**src/rtl/assert_macros.svh**
```systemverilog
// Assertion helpers shared by the RTL. Clock and reset are taken from the
// enclosing module, which names them clk_i and rst_ni.
`ifndef ASSERT_MACROS_SVH
`define ASSERT_MACROS_SVH

// Plain property, checked on every rising edge outside reset.
`define LPBD_ASSERT(label, prop) \
  label: assert property (@(posedge clk_i) disable iff (!rst_ni) prop) \
    else $error("lpbd assertion failed");

// Same-cycle implication.
`define LPBD_ASSERT_IMPL(label, ante, cons) `LPBD_ASSERT(label, (ante) |-> (cons))

`endif

```
**src/rtl/lpbd_pkg.sv**
```systemverilog
package lpbd_pkg;

  // fixed field widths
  localparam int WordW  = 32;
  localparam int AvailW = $clog2(WordW + 1);
  localparam int SkipW  = 5;
  localparam int ByteW  = 8;
  localparam int ValidW = 4;
  localparam int IndexW = 32;

  // depth of the word queue between front and back
  localparam int QDepth = 2;

  localparam logic [SkipW-1:0] SkipReset = 5'd8;

  // head of the word queue as seen by the parser
  typedef struct packed {
    logic             valid;
    logic [WordW-1:0] word;
  } word_q_t;

  // one result item
  typedef struct packed {
    logic [ByteW-1:0]  frame_byte;
    logic [ValidW-1:0] valid_bits;
    logic              frame_last;
    logic [IndexW-1:0] frame_index;
  } result_t;

endpackage

```
**src/rtl/lpbd_word_fifo.sv**
```systemverilog
`include "assert_macros.svh"

module lpbd_word_fifo import lpbd_pkg::*; (
  input  logic             clk_i,
  input  logic             rst_ni,
  input  logic             in_valid_i,
  output logic             in_ready_o,
  input  logic [WordW-1:0] word_i,
  output word_q_t          head_o,
  input  logic             pop_i
);

  localparam int PtrW = (QDepth > 1) ? $clog2(QDepth) : 1;
  localparam int CntW = $clog2(QDepth + 1);

  logic [WordW-1:0] mem_q [QDepth];
  logic [PtrW-1:0]  wr_q, wr_d, rd_q, rd_d;
  logic [CntW-1:0]  cnt_q, cnt_d;
  logic             push;

  assign in_ready_o = (cnt_q != CntW'(QDepth));
  assign push       = in_valid_i && in_ready_o;

  assign head_o.valid = (cnt_q != '0);
  assign head_o.word  = mem_q[rd_q];

  // pointer and fill count update
  always_comb begin
    wr_d  = wr_q;
    rd_d  = rd_q;
    cnt_d = cnt_q;
    if (push) begin
      wr_d = (wr_q == PtrW'(QDepth - 1)) ? '0 : wr_q + PtrW'(1);
    end
    if (pop_i) begin
      rd_d = (rd_q == PtrW'(QDepth - 1)) ? '0 : rd_q + PtrW'(1);
    end
    if (push && !pop_i) begin
      cnt_d = cnt_q + CntW'(1);
    end else if (!push && pop_i) begin
      cnt_d = cnt_q - CntW'(1);
    end
  end

  always_ff @(posedge clk_i or negedge rst_ni) begin
    if (!rst_ni) begin
      wr_q  <= '0;
      rd_q  <= '0;
      cnt_q <= '0;
    end else begin
      wr_q  <= wr_d;
      rd_q  <= rd_d;
      cnt_q <= cnt_d;
    end
  end

  // storage, no reset
  always_ff @(posedge clk_i) begin
    if (push) begin
      mem_q[wr_q] <= word_i;
    end
  end

  `LPBD_ASSERT(a_cnt_bound, cnt_q <= CntW'(QDepth))
  `LPBD_ASSERT_IMPL(a_pop_nonempty, pop_i, cnt_q != '0)

endmodule

```
**src/rtl/lpbd_bit_parser.sv**
```systemverilog
`include "assert_macros.svh"

module lpbd_bit_parser import lpbd_pkg::*; #(
  parameter int LengthBits = 20
) (
  input  logic             clk_i,
  input  logic             rst_ni,
  input  logic [SkipW-1:0] skip_i,
  input  word_q_t          head_i,
  output logic             pop_o,
  output logic             res_valid_o,
  input  logic             res_ready_i,
  output result_t          res_o
);

  localparam int LenCntW = $clog2(LengthBits + 1);
  localparam int CntW    = (LenCntW > SkipW) ? LenCntW : SkipW;
  localparam int ShW     = LengthBits + WordW;

  // parse phases
  localparam logic [1:0] PH_SKIP = 2'd0;
  localparam logic [1:0] PH_LEN  = 2'd1;
  localparam logic [1:0] PH_DATA = 2'd2;

  logic [1:0]            phase_q, phase_d;
  logic [CntW-1:0]       pos_q, pos_d;
  logic [LengthBits-1:0] carry_q, carry_d;
  logic [LengthBits-1:0] rem_q, rem_d;
  logic [IndexW-1:0]     cnt_q, cnt_d;
  logic [WordW-1:0]      word_q, word_d;
  logic [AvailW-1:0]     avail_q, avail_d;
  logic                  out_valid_q, out_valid_d;
  result_t               out_q, out_d;

  logic [AvailW-1:0]     need, take, avail_new, bleft;
  logic [CntW-1:0]       pos_new;
  logic [ShW-1:0]        sh;
  logic [LengthBits-1:0] len_new, rem_new;
  logic [ByteW-1:0]      byte_new;
  logic [ValidW-1:0]     pad;
  logic                  skip_done, emit, step_en, out_free, load;
  result_t               res_d;

  // one piece per cycle unless stalled: bits to field end or word end
  always_comb begin
    skip_done = (pos_q >= CntW'(skip_i));
    bleft     = AvailW'(ByteW) - AvailW'(pos_q);
    unique case (phase_q)
      PH_SKIP: need = skip_done ? '0 : AvailW'(CntW'(skip_i) - pos_q);
      PH_DATA: need = (rem_q < LengthBits'(bleft)) ? AvailW'(rem_q) : bleft;
      default: need = AvailW'(LengthBits) - AvailW'(pos_q);
    endcase
    take      = (need < avail_q) ? need : avail_q;
    sh        = {carry_q, word_q} << take;
    len_new   = sh[ShW-1 -: LengthBits];
    byte_new  = len_new[ByteW-1:0];
    pos_new   = pos_q + CntW'(take);
    rem_new   = rem_q - LengthBits'(take);
    avail_new = avail_q - take;
    pad       = ValidW'(ByteW) - ValidW'(pos_new);

    // result of this piece, if it closes a byte or an empty frame
    res_d.frame_index = cnt_q;
    unique case (phase_q)
      PH_SKIP: begin
        emit             = 1'b0;
        res_d.frame_byte = '0;
        res_d.valid_bits = '0;
        res_d.frame_last = 1'b0;
      end
      PH_DATA: begin
        emit             = (pos_new == CntW'(ByteW)) || (rem_new == '0);
        res_d.frame_byte = ByteW'(byte_new << pad);
        res_d.valid_bits = ValidW'(pos_new);
        res_d.frame_last = (rem_new == '0);
      end
      default: begin
        emit             = (pos_new == CntW'(LengthBits)) && (len_new == '0);
        res_d.frame_byte = '0;
        res_d.valid_bits = '0;
        res_d.frame_last = 1'b1;
      end
    endcase
  end

  assign out_free = !out_valid_q || res_ready_i;
  assign step_en  = (avail_q != '0) && (!emit || out_free);
  assign load     = head_i.valid && ((avail_q == '0) || (step_en && (avail_new == '0)));
  assign pop_o    = load;

  // parse state update
  always_comb begin
    phase_d     = phase_q;
    pos_d       = pos_q;
    carry_d     = carry_q;
    rem_d       = rem_q;
    cnt_d       = cnt_q;
    word_d      = word_q;
    avail_d     = avail_q;
    out_valid_d = out_valid_q;
    out_d       = out_q;

    if (step_en) begin
      word_d  = sh[WordW-1:0];
      avail_d = avail_new;
      unique case (phase_q)
        PH_SKIP: begin
          if (skip_done) begin
            phase_d = PH_LEN;
            pos_d   = '0;
            carry_d = '0;
          end else begin
            pos_d = pos_new;
          end
        end
        PH_DATA: begin
          carry_d = LengthBits'(byte_new);
          pos_d   = pos_new;
          rem_d   = rem_new;
          if (emit) begin
            carry_d = '0;
            pos_d   = '0;
            if (rem_new == '0) begin
              cnt_d   = cnt_q + IndexW'(1);
              phase_d = PH_LEN;
            end
          end
        end
        default: begin
          phase_d = PH_LEN;
          carry_d = len_new;
          pos_d   = pos_new;
          if (pos_new == CntW'(LengthBits)) begin
            rem_d   = len_new;
            carry_d = '0;
            pos_d   = '0;
            if (len_new != '0) begin
              phase_d = PH_DATA;
            end else begin
              cnt_d = cnt_q + IndexW'(1);
            end
          end
        end
      endcase
    end

    if (load) begin
      word_d  = head_i.word;
      avail_d = AvailW'(WordW);
    end

    // output register
    if (step_en && emit) begin
      out_valid_d = 1'b1;
      out_d       = res_d;
    end else if (res_ready_i) begin
      out_valid_d = 1'b0;
    end
  end

  always_ff @(posedge clk_i or negedge rst_ni) begin
    if (!rst_ni) begin
      phase_q     <= PH_SKIP;
      pos_q       <= '0;
      carry_q     <= '0;
      rem_q       <= '0;
      cnt_q       <= '0;
      avail_q     <= '0;
      out_valid_q <= 1'b0;
    end else begin
      phase_q     <= phase_d;
      pos_q       <= pos_d;
      carry_q     <= carry_d;
      rem_q       <= rem_d;
      cnt_q       <= cnt_d;
      avail_q     <= avail_d;
      out_valid_q <= out_valid_d;
    end
  end

  // payload registers
  always_ff @(posedge clk_i) begin
    word_q <= word_d;
    out_q  <= out_d;
  end

  assign res_valid_o = out_valid_q;
  assign res_o       = out_q;

  `LPBD_ASSERT(a_avail_bound, avail_q <= AvailW'(WordW))
  `LPBD_ASSERT_IMPL(a_data_rem, phase_q == PH_DATA, rem_q != '0)
  `LPBD_ASSERT(a_frame_count, (step_en && emit && res_d.frame_last) |=> (cnt_q == $past(cnt_q) + IndexW'(1)))

endmodule

```
**src/rtl/length_prefixed_bit_frame_deframer_top.sv**
```systemverilog
// Length-prefixed bit frame deframer. Takes 32-bit stream words on the input
// channel, reads their bits MSB first, drops lead_skip_bits bits at stream
// start, then repeatedly reads a LengthBits-wide frame length and hands out
// the frame's payload as bytes, one item per byte, the last byte marked and a
// short final byte left-aligned; an empty frame yields one item with
// valid_bits 0. Words enter a two-entry queue, so the input can take up to
// two words while the parser or the output side stalls. The parser works one
// field piece per cycle while it holds a word and its output register can
// take an item (a piece is a run of bits up to the end of the current skip,
// length or byte field, or up to the end of the word). The output register
// issues at most one item per cycle. lead_skip_bits resets to 8 and is only
// read during the lead skip; write it while idle.
module length_prefixed_bit_frame_deframer_top import lpbd_pkg::*; #(
  parameter int LengthBits = 20
) (
  input  logic              clk_i,
  input  logic              rst_ni,
  input  logic              cfg_valid_i,
  output logic              cfg_ready_o,
  input  logic [SkipW-1:0]  lead_skip_bits_i,
  input  logic              in_valid_i,
  output logic              in_ready_o,
  input  logic [WordW-1:0]  stream_word_i,
  output logic              out_valid_o,
  input  logic              out_ready_i,
  output logic [ByteW-1:0]  frame_byte_o,
  output logic [ValidW-1:0] valid_bits_o,
  output logic              frame_last_o,
  output logic [IndexW-1:0] frame_index_o
);

  logic [SkipW-1:0] skip_q;
  word_q_t          head;
  logic             pop;
  result_t          res;

  // configuration register, always ready
  assign cfg_ready_o = 1'b1;

  always_ff @(posedge clk_i or negedge rst_ni) begin
    if (!rst_ni) begin
      skip_q <= SkipReset;
    end else if (cfg_valid_i) begin
      skip_q <= lead_skip_bits_i;
    end
  end

  // front: word queue
  lpbd_word_fifo u_fifo (
    .clk_i      (clk_i),
    .rst_ni     (rst_ni),
    .in_valid_i (in_valid_i),
    .in_ready_o (in_ready_o),
    .word_i     (stream_word_i),
    .head_o     (head),
    .pop_i      (pop)
  );

  // back: bit parser with output register
  lpbd_bit_parser #(
    .LengthBits (LengthBits)
  ) u_parser (
    .clk_i       (clk_i),
    .rst_ni      (rst_ni),
    .skip_i      (skip_q),
    .head_i      (head),
    .pop_o       (pop),
    .res_valid_o (out_valid_o),
    .res_ready_i (out_ready_i),
    .res_o       (res)
  );

  assign frame_byte_o  = res.frame_byte;
  assign valid_bits_o  = res.valid_bits;
  assign frame_last_o  = res.frame_last;
  assign frame_index_o = res.frame_index;

endmodule

```
**config.mk**
```make
export PLATFORM = sky130hd
export DESIGN_NAME = length_prefixed_bit_frame_deframer_top
export DESIGN_NICKNAME = d
export VERILOG_FILES = /design/src/rtl/lpbd_pkg.sv /design/src/rtl/lpbd_word_fifo.sv /design/src/rtl/lpbd_bit_parser.sv /design/src/rtl/length_prefixed_bit_frame_deframer_top.sv
export VERILOG_INCLUDE_DIRS = /design/src /design/src/rtl
export SDC_FILE = /design/constraint.sdc
export NUM_CORES = 1
export LEC_CHECK = 0
export ABC_AREA = 1
export BUFFER_PORTS_ARGS = -buffer_cell sky130_fd_sc_hd__buf_2
export CORE_MARGIN = 2
export CORE_UTILIZATION = 46
export CTS_BUF_LIST = sky130_fd_sc_hd__clkbuf_16
export DETAILED_ROUTE_END_ITERATION = 7
export PLACE_DENSITY = 0.6
export SLEW_MARGIN = 20
export SYNTH_ARGS = -nofsm -noshare
export SYNTH_HDL_FRONTEND = slang
export SYNTH_SLANG_ARGS = --single-unit
```
**constraint.sdc**
```tcl
create_clock -name clk_i -period 10.3 [get_ports clk_i]
set_clock_uncertainty 0.2 [all_clocks]
set_input_delay 1.545 -clock clk_i [delete_from_list [all_inputs] [get_ports clk_i]]
set_output_delay 1.545 -clock clk_i [all_outputs]
set_load 0.01 [all_outputs]
```
==> results.yml, run 1 <==
status:
  status: "completed"
sta:
  fmax_mhz: 114.5
  finalHoldViolCount: 0
  rsz0062_at_grt: "false"
  tightestPinTransition_ns: 1.078
  setup_viol: 0
  fin_crit_sh_pct: 84.78
  post-route-min-period_ns: 8.732
  relSlewSlack_pct: 28.04
  finalMaxSlewViolations: 0
  tns_ns: 0
global_route:
  grt_use_total_pct: 26.53
  grt_pass1_wl_mm: 75.66
  grt_start_max_net_pins: 70
  antenna_found_initial: 0
  overflow: 0
  grt_pass1_vias: 13800
finish:
  antennaDiodeCount: 0
  area_delta_synth_final_pct: 9.598
  fin_nets: 2247
  final_common_cell: "nand2_1"
  nFillCells: 3322
  final_cell_mix: "nand2_1 (675), nand3_1 (460), edfxtp_1 (141), inv_1 (140), nor2_1 (110)"
  drive_gt1_share_pct: 10.04
drt:
  routedWlPerCell_um: 18.04
  drt_iter0_markers: 1427
  drcViolationCount: 0
  drt_wl_total_mm: 47.61
  first_pass_iters: 6
  ant_nets: 0
  viasPerCell: 5.566
  vias: 14690
clock_tree:
  clkSinkCount: 236
  cts.clk_slew.worst_paths_ns: 0.06
  cts-htree-levels: 1
  cts-buffers-inserted: 28
  cts-root-buf: "clkbuf_16"
  cts_resized: 0
  cts_hold_buf: 0
  clk_path_buf_depth: 3
  cts_tree: "yes"
  worstSkewPairLatency_ns: 0.58
  post-cts-setup-buffer-count: 0
synth:
  synth_top_family_by_area: "simple AND/OR/NAND/NOR gates"
  synth_area_um2: 15770
  synth_cells: 2136
  synth_xor_xnor_area_share_pct: 2.776
  synth-compound-area-share_pct: 6.964
  syn_area_per_cell_um2: 7.385
  synth-simple-area-share_pct: 37.81
  synth_cell_types: 50
  yosys_warnings: 0
  syn_nets: 2214
  synth.area.mux_share_pct: 0.2856
  ys_seq_area_share_pct: 41.92
  synthAdderAreaFrac_pct: 3.046
  synth_seq_cells: 236
worst_setup_path:
  arrival_ns: 8.99
  critical_path_depth: 48
  crit_family: "simple AND/OR/NAND/NOR gates"
  crit_required_ns: 10.55
  r2r_end: "u_fifo.cnt_q[1]$_DFFE_PN0P_"
  cp-startpoint: "u_parser.pos_q[1]$_DFFE_PN0P_"
  cp.buffers_inverters: 5
  crit_path_max_incr_delay_ns: 0.44
  reg2reg_from: "u_parser.pos_q[1]$_DFFE_PN0P_"
  cpMaxStageDelayCell: "a211oi_2"
  start_kind: "flop"
  reg2regPathDepth: 48
  crit_top_cell: "nand2_1"
  crit_fanout: 36
  r2r_slack_ns: 1.57
  cp-end-kind: "flop"
  critPathKind: "reg2reg"
place:
  hpwl_mm: 34.96
  io_buffer_count: 88
  place.gp.congestion: 0.9814
die:
  ios: 90
  start_util_pct: 46.92
  dieArea_um2: 35790
  die_h_um: 189.2
  die_w_um: 189.2
  row_count: 67
  core_um2: 33620
min_path:
  hold_path_depth: 1
  hold_path_end: "u_fifo.cnt_q[0]$_DFFE_PN0P_"
  hp-start: "u_fifo.cnt_q[0]$_DFFE_PN0P_"
  hp-class: "reg2reg"
run:
  max-cap-violations: 0
-- synth_stat cells, drive strengths merged --
cell type,number,area [µm²]
a211oi,6,50.05
a21boi,1,11.26
a21o,1,7.510
a21oi,60,307.8
a311oi,1,8.760
a31oi,14,93.84
and2,2,12.51
buf,69,425.4
clkbuf,39,146.4
conb,1,3.750
dfrtp,94,2352
dfstp,1,26.28
edfxtp,141,4234
fa,4,80.08
ha,32,400.4
inv,149,559.3
mux2,4,45.04
nand2,695,2695
nand3,466,2370
nand3b,3,22.52
nand4,23,143.9
nor2,118,465.5
nor3,31,155.2
nor4,11,68.82
o211ai,2,15.01
o21ai,108,563.1
o21bai,1,7.510
o221ai,1,15.01
o22ai,3,18.77
or2,5,31.28
xnor2,13,113.9
xor2,37,324.1
-- per-stage QoR --
stage	setup slack, ns	instance area, µm²	utilization, %	hold WS, ns	std cells
floorplan	2.348	15770	-	0.2458	2136
global placement	1.797	16420	48.86	0.2598	2587
detailed placement	1.640	16420	48.86	0.2639	2587
CTS	1.633	17290	51.43	0.2849	2639
global route	0.6320	17290	51.43	0.3086	2639
finish	1.568	17290	51.43	0.2899	2639
-- sequential cells by signal, indices dropped and copies added, names as in the netlist, 6 cells and up --
signal and flops:
u_parser.cnt_q 32, u_parser.avail_q 6, u_fifo.mem_q 64, u_parser.res_o 45, u_parser.rem_q 20, u_parser.word_q 32
u_parser.carry_q 20
-- cells by family after synthesis --
logic type	after synthesis
xor+xnor	50
flops	236
fa+ha+maj	36
buf+inv	257
mux	4
other cells	1
compound gates	198
simple gates	1354
-- layout make-up --
cell class                 instances  area (µm²)  share of cell area (%)
inverter                         149       559.3                   3.235
clock buffer                      28       700.7                   4.053
multi-input combinational       1643        8063                   46.64
tap                              448       560.5                   3.242
timing repair buffer             111       628.1                   3.633
sequential                       236        6613                   38.25
clock inverter                    24       163.9                  0.9481
-- worst max-delay path by stage --
| stage | end | slack (ns) |
|---|---|---|
| detailed placement | u_fifo.cnt_q[1]$_DFFE_PN0P_ | 1.64 |
| global route | u_fifo.cnt_q[1]$_DFFE_PN0P_ | 0.63 |
| finish | u_fifo.cnt_q[1]$_DFFE_PN0P_ | 1.57 |
| global placement | u_fifo.cnt_q[1]$_DFFE_PN0P_ | 1.80 |
| CTS | u_fifo.cnt_q[1]$_DFFE_PN0P_ | 1.63 |
| floorplan | u_parser.res_o[0]$_DFFE_PP_ | 2.35 |
-- routing by layer --
layer / GRT usage (%) / vias up / wire length (µm)
li1: - / 7266 / -
met1: 38.24 / 6805 / 21870
met2: 41.27 / 558 / 21140
met3: 5.042 / 60 / 3534
met4: 6.220 / 0 / 1068
met5: 0 / - / 0
Power of run 1 is left out: the tool's default activity adds up to more than one toggle a clock period on the data nets, which glitch-free logic cannot reach.
==> run 2, diff against run 1 <==
Clock period 10.3 ns to 8.5 ns, I/O delays scaled along.
==> run 2 against run 1 <==
Hold slack worse by 0.0093 ns. Wire length fell by 0.13%. Flip-flop and latch count did not move. Via count grew 0.73%. Clock-buffer cell count is 1 lower. Worst setup slack worse by 0.84 ns. Final area is 0.30% higher. Core utilization up 0.15 points. Global-route usage rose by 0.14 points. Maximum frequency increased by 12%. Sequential share of layout area down 0.11 points. First-iteration DRC count grew 3.4%.
==> results.yml, run 2 (synthesis gave the netlist of run 1 again) <==
finish:
  drive_gt1_share_pct: 10.58
  antennaDiodeCount: 0
  final_common_cell: "nand2_1"
  final_cell_mix: "nand2_1 (675), nand3_1 (460), edfxtp_1 (141), inv_1 (134), nor2_1 (110)"
  largest_reg_flops: 64
  area_delta_synth_final_pct: 9.923
  regMostFlops: "u_fifo.mem_q"
  fin_nets: 2251
die:
  die_h_um: 189.2
  row_count: 67
  dieArea_um2: 35790
  die_w_um: 189.2
  ios: 90
  core_um2: 33620
  start_util_pct: 46.92
worst_setup_path:
  r2r_slack_ns: 0.73
  r2r_end: "u_fifo.cnt_q[1]$_DFFE_PN0P_"
  cp-end-kind: "flop"
  arrival_ns: 8.00
  reg2reg_from: "u_parser.pos_q[1]$_DFFE_PN0P_"
  crit_fanout: 62
  critPathKind: "reg2reg"
  crit_required_ns: 8.73
  crit_top_cell: "nand2_1"
  reg2regPathDepth: 45
  start_kind: "flop"
  crit_path_max_incr_delay_ns: 0.41
  cp-startpoint: "u_parser.pos_q[1]$_DFFE_PN0P_"
  endpoint: "u_fifo.cnt_q[1]$_DFFE_PN0P_"
  cpMaxStageDelayCell: "dfrtp_1"
global_route:
  antenna_found_initial: 0
  overflow: 0
  grt_pass1_wl_mm: 76.22
  grt_use_total_pct: 26.66
  grt_start_max_net_pins: 63
  grt_pass1_vias: 13850
drt:
  drt_wl_total_mm: 47.55
  vias: 14800
  routedWlPerCell_um: 18.01
  drt_iter0_markers: 1476
  drcViolationCount: 0
  viasPerCell: 5.605
  first_pass_iters: 8
  ant_nets: 0
place:
  place.gp.congestion: 0.9284
  dpl_worst_slack_ns: 0.6242
  io_buffer_count: 88
  hpwl_mm: 34.38
status:
  status: "completed"
sta:
  rsz0062_at_grt: "false"
  post-route-min-period_ns: 7.769
  tns_ns: 0
  relSlewSlack_pct: 30.57
  finalHoldViolCount: 0
  finalMaxSlewViolations: 0
  fmax_mhz: 128.7
  setup_ws_ns: 0.7314
  fin_crit_sh_pct: 91.40
  tightestPinTransition_ns: 1.040
  whs_ns: 0.2806
  setup_viol: 0
clock_tree:
  cts.clk_slew.worst_paths_ns: 0.06
  cts_hold_buf: 0
  clkSinkCount: 236
  worstSkewPairLatency_ns: 0.56
  cts_tree: "yes"
  cts-htree-levels: 1
  cts-root-buf: "clkbuf_16"
  clk_path_buf_depth: 3
  cts-buffers-inserted: 27
run:
  max-cap-violations: 0
min_path:
  hp-class: "reg2reg"
## run 2: cell types whose count changed in the layout (fill, tap and decap cells not counted), moves of 2 or more
cell / before / now
buf_4: 23 / 25
inv_1: 140 / 134
clkinv_4: 1 / 3
clkinv_2: 7 / 10
buf_6: 0 / 2
clkinvlp_4: 0 / 2
clkinv_1: 5 / 1
## run 2: cell type report
| class | instances | area [µm²] |
|---|---|---|
| multi-input cells | 1643 | 8074 |
| fillers | 3361 | 16280 |
| clock buffers | 27 | 675.6 |
| inverters | 149 | 559.3 |
| well taps | 448 | 560.5 |
| repair buffers | 116 | 685.7 |
| clock inverters | 21 | 171.4 |
| flip-flops and latches | 236 | 6613 |
## run 2: critical path: cells and delay by family, from the launching register on
family / cells / cell delay, ns
xor gates and xnor gates: 2 / 0.31
adders and majority gates: 4 / 1.02
and+or+nand+nor: 29 / 3.88
AOI/OAI and AO/OA: 6 / 1.01
DFF: 1 / 0.41
buffers and inverters: 4 / 0.75
## run 2: worst min-delay path by stage
| stage | start | end | slack [ns] | cells after the start |
|---|---|---|---|---|
| 2_1_floorplan | u_fifo.cnt_q[0]$_DFFE_PN0P_ | u_fifo.cnt_q[0]$_DFFE_PN0P_ | 0.25 | 1 |
| 3_3_place_gp | u_fifo.cnt_q[0]$_DFFE_PN0P_ | u_fifo.cnt_q[0]$_DFFE_PN0P_ | 0.26 | 1 |
| 3_5_place_dp | u_fifo.cnt_q[0]$_DFFE_PN0P_ | u_fifo.cnt_q[0]$_DFFE_PN0P_ | 0.28 | 1 |
| 4_1_cts | u_fifo.cnt_q[0]$_DFFE_PN0P_ | u_fifo.cnt_q[0]$_DFFE_PN0P_ | 0.29 | 1 |
| 5_1_grt | u_fifo.cnt_q[0]$_DFFE_PN0P_ | u_fifo.cnt_q[0]$_DFFE_PN0P_ | 0.30 | 1 |
| 6_report | u_fifo.cnt_q[0]$_DFFE_PN0P_ | u_fifo.cnt_q[0]$_DFFE_PN0P_ | 0.28 | 1 |
## run 2: what timing repair did
action	4_1_cts	5_1_grt
setup buffers	0	0
endpoints found under the hold margin	0	0
setup endpoints to repair	0	93
gates resized for setup	0	4
## run 2: stage by stage
| step | utilization (%) | cell area [µm²] | instances |
|---|---|---|---|
| floorplan | - | 15770 | 2136 |
| CTS | 51.52 | 17320 | 2640 |
| detailed placement | 49.00 | 16470 | 2592 |
| global route | 51.58 | 17340 | 2640 |
| global placement | 49.00 | 16470 | 2592 |
| finish | 51.58 | 17340 | 2640 |
## run 2: metal layers
metal	up-vias	wire, µm	global-route usage, %
met5	-	0	0
met4	0	1347	7.722
met3	90	3459	4.189
met2	582	20630	40.66
met1	6850	22120	39.13
li1	7274	-	-
Power of run 2 is left out for the same reason.
==> run 3, diff against run 2 <==
Settings changed: REMOVE_ABC_BUFFERS from default to 1.
==> run 3 against run 2 <==
Cell count up 0.15%. First-iteration DRC count rose by 1.4%. Core utilization rose by 0.32 points. Critical path type unchanged. Worst setup slack improved by 0.045 ns. Final area rose by 0.62%. Via count down 0.43%.
==> results.yml, run 3 (synthesis gave the netlist of run 1 again) <==
clock_tree:
  cts_resized: 0
  cts_hold_buf: 0
  cts_tree: "yes"
  worstSkewPairLatency_ns: 0.57
  clkSinkCount: 236
  clk_path_buf_depth: 3
  cts-htree-levels: 1
  cts.clk_slew.worst_paths_ns: 0.06
  cts-root-buf: "clkbuf_16"
  post-cts-setup-buffer-count: 0
  cts-buffers-inserted: 28
sta:
  rsz0062_at_grt: "false"
  tightestPinTransition_ns: 0.9847
  finalMaxSlewViolations: 0
  fmax_mhz: 129.5
  setup_ws_ns: 0.7759
  post-route-min-period_ns: 7.724
  finalHoldViolCount: 0
  fin_crit_sh_pct: 90.87
  setup_viol: 0
  relSlewSlack_pct: 33.94
drt:
  drcViolationCount: 0
  routedWlPerCell_um: 17.58
  drt_iter0_markers: 1496
  ant_nets: 0
  vias: 14730
  viasPerCell: 5.572
  drt_wl_total_mm: 46.49
  routed.top_layer: "met4"
  wl_met1_mm: 21.45
  wl_met3_mm: 3.037
  first_pass_iters: 6
  wl_met2_mm: 20.54
place:
  hpwl_mm: 33.64
  dpl_worst_slack_ns: 0.5844
  io_buffer_count: 88
  dpl-instance-area_um2: 16500
  place.gp.congestion: 0.9385
worst_setup_path:
  cp-end-kind: "flop"
  arrival_ns: 7.84
  cp.buffers_inverters: 6
  crit_top_cell: "nand2_1"
  start_kind: "flop"
  critPathKind: "reg2reg"
  crit_path_max_incr_delay_ns: 0.42
  critical_path_depth: 40
  reg2regPathDepth: 40
  cpMaxStageDelayCell: "a31oi_1"
  crit_family: "simple AND/OR/NAND/NOR gates"
  crit_fanout: 62
  crit_required_ns: 8.61
min_path:
  hp-class: "reg2reg"
  hold_path_depth: 1
global_route:
  antenna_found_initial: 0
  overflow: 0
  grt_start_max_net_pins: 63
  grt_use_total_pct: 26.18
  grt_pass1_vias: 13590
  grt_pass1_wl_mm: 74.77
finish:
  drive_gt1_share_pct: 10.47
  postLayoutCellArea_um2: 17450
  area_delta_synth_final_pct: 10.61
  antennaDiodeCount: 0
  nFillCells: 3297
  largest_reg_flops: 64
  fin_util_pct: 51.90
  fin_nets: 2252
  regMostFlops: "u_fifo.mem_q"
  final_cell_mix: "nand2_1 (675), nand3_1 (460), edfxtp_1 (141), inv_1 (131), nor2_1 (110)"
  final_common_cell: "nand2_1"
die:
  die_w_um: 189.2
  dieArea_um2: 35790
  die_h_um: 189.2
  row_count: 67
  ios: 90
  core_um2: 33620
  start_util_pct: 46.92
status:
  status: "completed"
run:
  max-cap-violations: 0
-- run 3: cell count changes in the layout (fill, tap and decap cells not counted), moves of 2 or more --
cell / previous run / this run
clkinv_1: 1 / 9
clkinv_2: 10 / 3
inv_1: 134 / 131
inv_6: 1 / 4
buf_12: 2 / 4
buf_6: 2 / 0
-- run 3: layout make-up --
cell class	instances	area [µm²]	area share (%)
Inverter	149	563.0	3.227
Multi-Input combinational cell	1643	8084	46.34
Clock buffer	28	700.7	4.016
Timing Repair Buffer	116	703.2	4.030
Clock inverter	24	222.7	1.277
Tap cell	448	560.5	3.213
Sequential cell	236	6613	37.90
-- run 3: path summary, 6_finish.rpt --
check	startpoint	endpoint	slack, ns
worst max-delay path	u_parser.pos_q[1]$_DFFE_PN0P_	u_parser.res_o[8]$_DFFE_PP_	0.78
max in group asynchronous	rst_ni	u_parser.cnt_q[8]$_DFFE_PN0P_	6.35
min in group asynchronous	rst_ni	u_fifo.rd_q$_DFFE_PN0N_	0.51
worst min register to register	u_fifo.cnt_q[0]$_DFFE_PN0P_	u_fifo.cnt_q[0]$_DFFE_PN0P_	0.28
worst min-delay path	u_fifo.cnt_q[0]$_DFFE_PN0P_	u_fifo.cnt_q[0]$_DFFE_PN0P_	0.28
worst max register to register	u_parser.pos_q[1]$_DFFE_PN0P_	u_parser.res_o[8]$_DFFE_PP_	0.78
-- run 3: per-stage QoR --
stage                     std cells  hold slack [ns]  setup TNS [ns]
final                          2644           0.2787               0
after detailed placement       2592           0.2670               0
after global routing           2644           0.2925               0
after global placement         2592           0.2589               0
after CTS                      2644           0.2757               0
after floorplan                2028           0.2458          -53.71
-- run 3: routing by layer --
layer / GRT usage (%) / vias up
li1: - / 7297
met1: 37.75 / 6827
met2: 40.29 / 534
met3: 3.726 / 75
met4: 9.135 / 0
met5: 0 / -
Power of run 3 is left out for the same reason.
